--- src/hdl/cuckoo_hash_map_unit_macros.svh ---
// Assertion helpers used by chm_datapath.
`ifndef CUCKOO_HASH_MAP_UNIT_MACROS_SVH
`define CUCKOO_HASH_MAP_UNIT_MACROS_SVH

`ifndef SYNTHESIS
// Checked outside reset.
`define CHM_ASSERT(lbl, prop, msg) \
    lbl: assert property (@(posedge i_clk) disable iff (!i_rst_n) prop) \
        else $error(msg);
// Checked at every edge, reset included.
`define CHM_ASSERT_ALWAYS(lbl, prop, msg) \
    lbl: assert property (@(posedge i_clk) prop) \
        else $error(msg);
`else
`define CHM_ASSERT(lbl, prop, msg)
`define CHM_ASSERT_ALWAYS(lbl, prop, msg)
`endif

`endif

--- src/hdl/chm_pkg.sv ---
package chm_pkg;

    localparam logic [63:0]  EMPTY_MARK = 64'h7FFF_FFFF_FFFF_FFFF;
    localparam logic [127:0] MULT_ONE   = {64'd11832546345696851205,
                                           64'd16384545419507531801};
    localparam logic [127:0] MULT_TWO   = {64'd16416102846353452488,
                                           64'd16315805464367464543};
    localparam logic [15:0]  LFSR_TAPS  = 16'hB400;

    // actions
    localparam logic [1:0] ACT_INSERT = 2'd0;
    localparam logic [1:0] ACT_LOOKUP = 2'd1;
    localparam logic [1:0] ACT_REMOVE = 2'd2;

    // result status
    localparam logic [1:0] ST_OK       = 2'd0;
    localparam logic [1:0] ST_NOTFOUND = 2'd1;
    localparam logic [1:0] ST_FAILED   = 2'd2;
    localparam logic [1:0] ST_RESERVED = 2'd3;

    // config register indexes
    localparam logic [1:0] CFG_KEY_LENGTH  = 2'd0;
    localparam logic [1:0] CFG_MAX_KICKS   = 2'd1;
    localparam logic [1:0] CFG_CHOICE_SEED = 2'd2;

    localparam logic [1:0]  KEY_LEN_THREE   = 2'd3;
    localparam logic [1:0]  KEY_LEN_RESET   = 2'd3;
    localparam logic [15:0] MAX_KICKS_RESET = 16'd5000;
    localparam logic [15:0] SEED_RESET      = 16'd1;

    localparam int CFG_W = 16;

    typedef struct packed {
        logic [1:0]  action;
        logic [63:0] key_word0;
        logic [63:0] key_word1;
        logic [63:0] key_word2;
        logic [31:0] value;
    } t_in_word;

    typedef struct packed {
        logic [1:0]  status;
        logic [31:0] value_out;
    } t_out_word;

    typedef struct packed {
        logic load;
        logic hash_go;
        logic mem_rd;
        logic clr_step;
        logic commit;
        logic out_load;
    } t_dp_cmd;

    typedef struct packed {
        logic hash_done;
        logic clr_last;
        logic skip;
        logic again;
        logic out_free;
    } t_dp_sts;

    // partial product order for the low 128 bits: {a word, b word}
    function automatic logic [3:0] pair_of(input logic [3:0] step);
        logic [3:0] p;
        unique case (step)
            4'd0:    p = {2'd0, 2'd0};
            4'd1:    p = {2'd0, 2'd1};
            4'd2:    p = {2'd1, 2'd0};
            4'd3:    p = {2'd0, 2'd2};
            4'd4:    p = {2'd1, 2'd1};
            4'd5:    p = {2'd2, 2'd0};
            4'd6:    p = {2'd0, 2'd3};
            4'd7:    p = {2'd1, 2'd2};
            4'd8:    p = {2'd2, 2'd1};
            4'd9:    p = {2'd3, 2'd0};
            default: p = 4'd0;
        endcase
        return p;
    endfunction

    function automatic logic [15:0] lfsr_next(input logic [15:0] s);
        return s[0] ? ((s >> 1) ^ LFSR_TAPS) : (s >> 1);
    endfunction

endpackage

--- src/hdl/chm_ctrl.sv ---
module chm_ctrl import chm_pkg::*; (
    input  logic    i_clk,
    input  logic    i_rst_n,
    input  logic    i_in_valid,
    output logic    o_in_ready,
    input  t_dp_sts i_sts,
    output t_dp_cmd o_cmd
);
    typedef enum logic [6:0] {
        S_CLEAR = 7'b0000001,
        S_IDLE  = 7'b0000010,
        S_CHECK = 7'b0000100,
        S_HASH  = 7'b0001000,
        S_READ  = 7'b0010000,
        S_EVAL  = 7'b0100000,
        S_OUT   = 7'b1000000
    } t_state;

    t_state r_state, n_state;

    always_comb begin
        n_state    = r_state;
        o_cmd      = '0;
        o_in_ready = 1'b0;
        unique case (r_state)
            S_CLEAR: begin
                o_cmd.clr_step = 1'b1;
                if (i_sts.clr_last) n_state = S_IDLE;
            end
            S_IDLE: begin
                o_in_ready = 1'b1;
                if (i_in_valid) begin
                    o_cmd.load = 1'b1;
                    n_state    = S_CHECK;
                end
            end
            S_CHECK: begin
                if (i_sts.skip) begin
                    n_state = S_OUT;
                end else begin
                    o_cmd.hash_go = 1'b1;
                    n_state       = S_HASH;
                end
            end
            S_HASH: if (i_sts.hash_done) n_state = S_READ;
            S_READ: begin
                o_cmd.mem_rd = 1'b1;
                n_state      = S_EVAL;
            end
            S_EVAL: begin
                o_cmd.commit = 1'b1;
                n_state      = i_sts.again ? S_CHECK : S_OUT;
            end
            S_OUT: begin
                if (i_sts.out_free) begin
                    o_cmd.out_load = 1'b1;
                    n_state        = S_IDLE;
                end
            end
            default: n_state = S_CLEAR;
        endcase
    end

    always_ff @(posedge i_clk) begin
        if (!i_rst_n) r_state <= S_CLEAR;
        else          r_state <= n_state;
    end
endmodule

--- config.mk ---
export PLATFORM = sky130hd
export DESIGN_NAME = chm_ctrl
export DESIGN_NICKNAME = d
export VERILOG_FILES = /design/src/hdl/cuckoo_hash_map_unit_macros.svh /design/src/hdl/chm_pkg.sv /design/src/hdl/chm_ctrl.sv
export SDC_FILE = /design/constraint.sdc
export NUM_CORES = 1
export LEC_CHECK = 0
export BUFFER_PORTS_ARGS = -buffer_cell sky130_fd_sc_hd__buf_2
export CORE_AREA = 2 2 39 41
export DETAILED_ROUTE_END_ITERATION = 16
export DIE_AREA = 0 0 41 43
export GPL_TIMING_DRIVEN = 0
export SLEW_MARGIN = 20
export SYNTH_ARGS = -nofsm -noshare
export SYNTH_HDL_FRONTEND = slang
export SYNTH_SLANG_ARGS = --single-unit
--- constraint.sdc ---
create_clock -name i_clk -period 6.4 [get_ports i_clk]
set_input_delay 1.92 -clock i_clk [delete_from_list [all_inputs] [get_ports i_clk]]
set_output_delay 1.92 -clock i_clk [all_outputs]
set_load 0.005 [all_outputs]
Word-level counts from Yosys, hierarchy flattened

Cells that the tools add are included.

Bits in registers: 7
Input bits: 8
Output and inout port bits: 7
Logic and storage cells: 30

Equality and inequality tests: 11
Muxes and demuxes: 17
Reduce and logical (&&, ||, !) cells: 1

Operator list:

| cell               | number |
|---|---|
| $pmux 7 s7         | 1 |
| $mux 7             | 6 |
| $mux 1             | 10 |
| $ne 2x2->1 const B | 4 |
| $eq 7x1->1 const B | 1 |
| $eq 7x2->1 const B | 1 |
| $eq 7x3->1 const B | 1 |
| $eq 7x4->1 const B | 1 |
| $eq 7x5->1 const B | 1 |
| $eq 7x6->1 const B | 1 |
| $eq 7x7->1 const B | 1 |
| $reduce_and 4->1   | 1 |

Longest topological paths before layout

Depth in word-level cells: 3
Depth in mapped cells: 5
Mapped depth without buffers: 4

Least setup slack after synthesis

Ideal clock, no wire load.

Kind: input-to-output
Start point: in i_sts[0] (netlist bit)
End point: out o_cmd[0] (netlist bit)
Data arrival time: 2,171 ps
Data required time: 4,480 ps
Path slack: 2,309 ps
Stages on the path: 2
Path buffers: 0
Cell sequence: nand2_1 -> nor4_1

RTL lines:

| element         | RTL line      | source |
|---|---|---|
| start, declared | chm_ctrl.sv:6 | `input t_dp_sts i_sts,` |
| end, declared   | chm_ctrl.sv:7 | `output t_dp_cmd o_cmd` |

==> out/results.ini <==
[synthesis]
ys_warn_count = 0
ys_ff_latch = 7
synth_top_cell_area_share_pct = 27.79
netlist_top_cells_area = dfxtp_1 (28%), nor4b_2 (6.0%), or4_4 (4.5%)
seq_area_frac_synth_pct = 27.79
synth_top_cell_by_area = dfxtp_1
syn-cell-area_um2 = 504.2
avgSynthCellArea_um2 = 8.133
synth_cells = 62
syn-num-nets = 70
yosysUniqueCellTypes = 34

[sta]
hold_viol = 0
min_period_ns = 4.303
clock_skew_ns = 0.004260
max_freq_mhz = 232.4
rsz0062_at_grt = false
max_slew_margin_pct = 70.43
final.setup.worst_slack_ns = 2.097
setup_violations = 0
drv_slew = 0
worst_slew_pin_slew_ns = 0.4436
fin_tns_setup_ns = 0
fin_crit_sh_pct = 67.23

[critical_path]
critical_path_class = primary input to output pin
cp.required_ns = 4.48
critPathMaxFanout = 3
cp_slowest_stage_delay_ns = 0.15
path_cells = buf_2 -> nand2_1 -> nor4_1 -> buf_2
cp-start-kind = primary input
r2r_setup_slack_ns = 4.59
cpMostUsedCell = buf_2
endpoint_kind = output pin
cpMaxStageDelayCell = buf_2
arrival_ns = 2.38

[power]
ir_worst_vdd_mv = 0.06674
leakage_nw = 0.2845
power.total_mw = 0.1128
power_density_nw_per_um2 = 181.8

[clocking]
path_clk_slew_ns = 0.06
htreeDepth = 1
post_cts_resized = 0
cts_sinks = 7
cts-root-buf = clkbuf_4
cts_tree = yes
postCtsSetupBuffers = 0
cts_inserted_buffers = 3
clk_latency_ns = 0.26
cts_hold_buf = 0
cts_buffer_depth = 2

[floorplanning]
ioPinCount = 15
initial_utilization_pct = 36.44
die_area_um2 = 1763
die_w_um = 41
row_count = 14
core_um2 = 1384
fp.dieH_um = 43

[cells_and_area]
area_growth_pct = 23.08
largest_registers = r_state (7)
final_nets = 89
largest_reg_flops = 7
fill_cells = 148
top_register = r_state
antenna_cells = 0
final-instance-count-excl-fill = 96
drive_above_1_share_pct = 35.00
final_core_util_pct = 44.85

[route]
vias = 523
first_pass_iters = 4
wire_per_inst_um = 12.63
viasPerCell = 5.448
drc = 0
drt-initial-drc-count = 7
totalWireLength_um = 1212
antenna_left = 0

[global_routing]
grt_pass1_wl_um = 1731
grt_overflow = 0
groute.usage.overall_pct = 14.97
grt_max_degree = 11
antenna_found_initial = 0
grt_pass1_vias = 406

[placed_design]
dp_cells = 92
place_hpwl_um = 883
place_ws_ns = 2.092
gp_congestion = 0.7746
port_buffers = 14

[worst_hold_path]
worstHoldPathType = flip-flop to flip-flop

[run]
maxCapViolations = 0

[run_status]
status = finished, final reports clean

-- final timing paths --
check                          startpoint                       to  cells after the start
hold / removal    r_state[4]$_SDFFE_PN0P_  r_state[5]$_SDFFE_PN0P_                      1
setup / recovery                 i_sts[0]                 o_cmd[0]                      4
hold reg to reg   r_state[4]$_SDFFE_PN0P_  r_state[5]$_SDFFE_PN0P_                      1
setup reg to reg  r_state[4]$_SDFFE_PN0P_  r_state[6]$_SDFFE_PN0P_                      4
-- cell usage in the layout, fill, tap and decap left out, types with 2 or more instances in the layout --
cell	synthesis	layout
clkbuf_4	0	3
and2_1	2	2
clkbuf_1	1	2
inv_1	3	3
nor4b_2	2	2
nor4_1	2	2
nor2b_1	2	2
nand2_1	2	2
and3_1	2	2
dfxtp_1	7	7
or4_4	2	2
nor3_1	4	4
o21ai_0	3	3
nor2_1	5	5
a21oi_1	4	4
buf_2	2	16
-- worst max-delay path, delay by kind of cell --
family / cells / cell delay, ns
buf+inv: 2 / 0.27
simple gates: 2 / 0.19
-- stage by stage --
stage / cell area [um^2] / hold WS [ns]
after floorplan: 504.2 / 0.5730
after global placement: 594.3 / 0.6273
after detailed placement: 594.3 / 0.6223
after CTS: 620.6 / 0.6311
after global routing: 620.6 / 0.6539
final: 620.6 / 0.6244
-- cells by family (layout without fill, tap and decap cells) --
kind of cell    after synthesis  in the layout  synth area share [%]
buf+inv                       7             25                 7.195
compound gates               14             14                 18.36
flops                         7              7                 27.79
simple gates                 33             33                 44.92
xor+xnor                      1              1                 1.737
-- synth_stat cells, drive strengths merged --
library cell / n
a2bb2oi: 1
nor2b: 2
and4: 1
o32ai: 1
xor2: 1
or4b: 1
o21a: 1
and3: 3
clkbuf: 1
nand3: 1
buf: 3
a22oi: 1
nor2: 6
or4: 2
nor3b: 1
inv: 3
nand2b: 1
a21oi: 4
and3b: 1
or3: 1
nor4: 2
o211ai: 1
o41ai: 1
nand2: 2
and2: 3
nor3: 4
dfxtp: 7
nor4b: 2
o2bb2ai: 1
o21ai: 3
-- report_power, final --
part	switching [mW]	internal (mW)	leakage, nW
sequential	0.000891	0.0452	0.0569
combinational	0.0127	0.0120	0.213
clock	0.0181	0.0239	0.0150
-- final cells by class --
cell class	instances	area, um^2	share of cell area, %
inverters	3	11.26	1.815
clock buffers	4	26.28	4.234
multi-input cells	48	327.8	52.82
repair buffers	14	70.07	11.29
well taps	16	20.02	3.226
plain buffers	4	25.02	4.032
flip-flops and latches	7	140.1	22.58
-- layer usage --
layer	GRT usage [%]	wire (um)	share of wire, %	vias to the layer above
met3	3.141	36	3.0	5
met2	19.38	546	45	12
met1	20.32	589	49	237
li1	-	-	-	269
met4	12.00	39	3.2	0
met5	0	0	0	-
No activity file was read; power rests on OpenSTA's default activity.
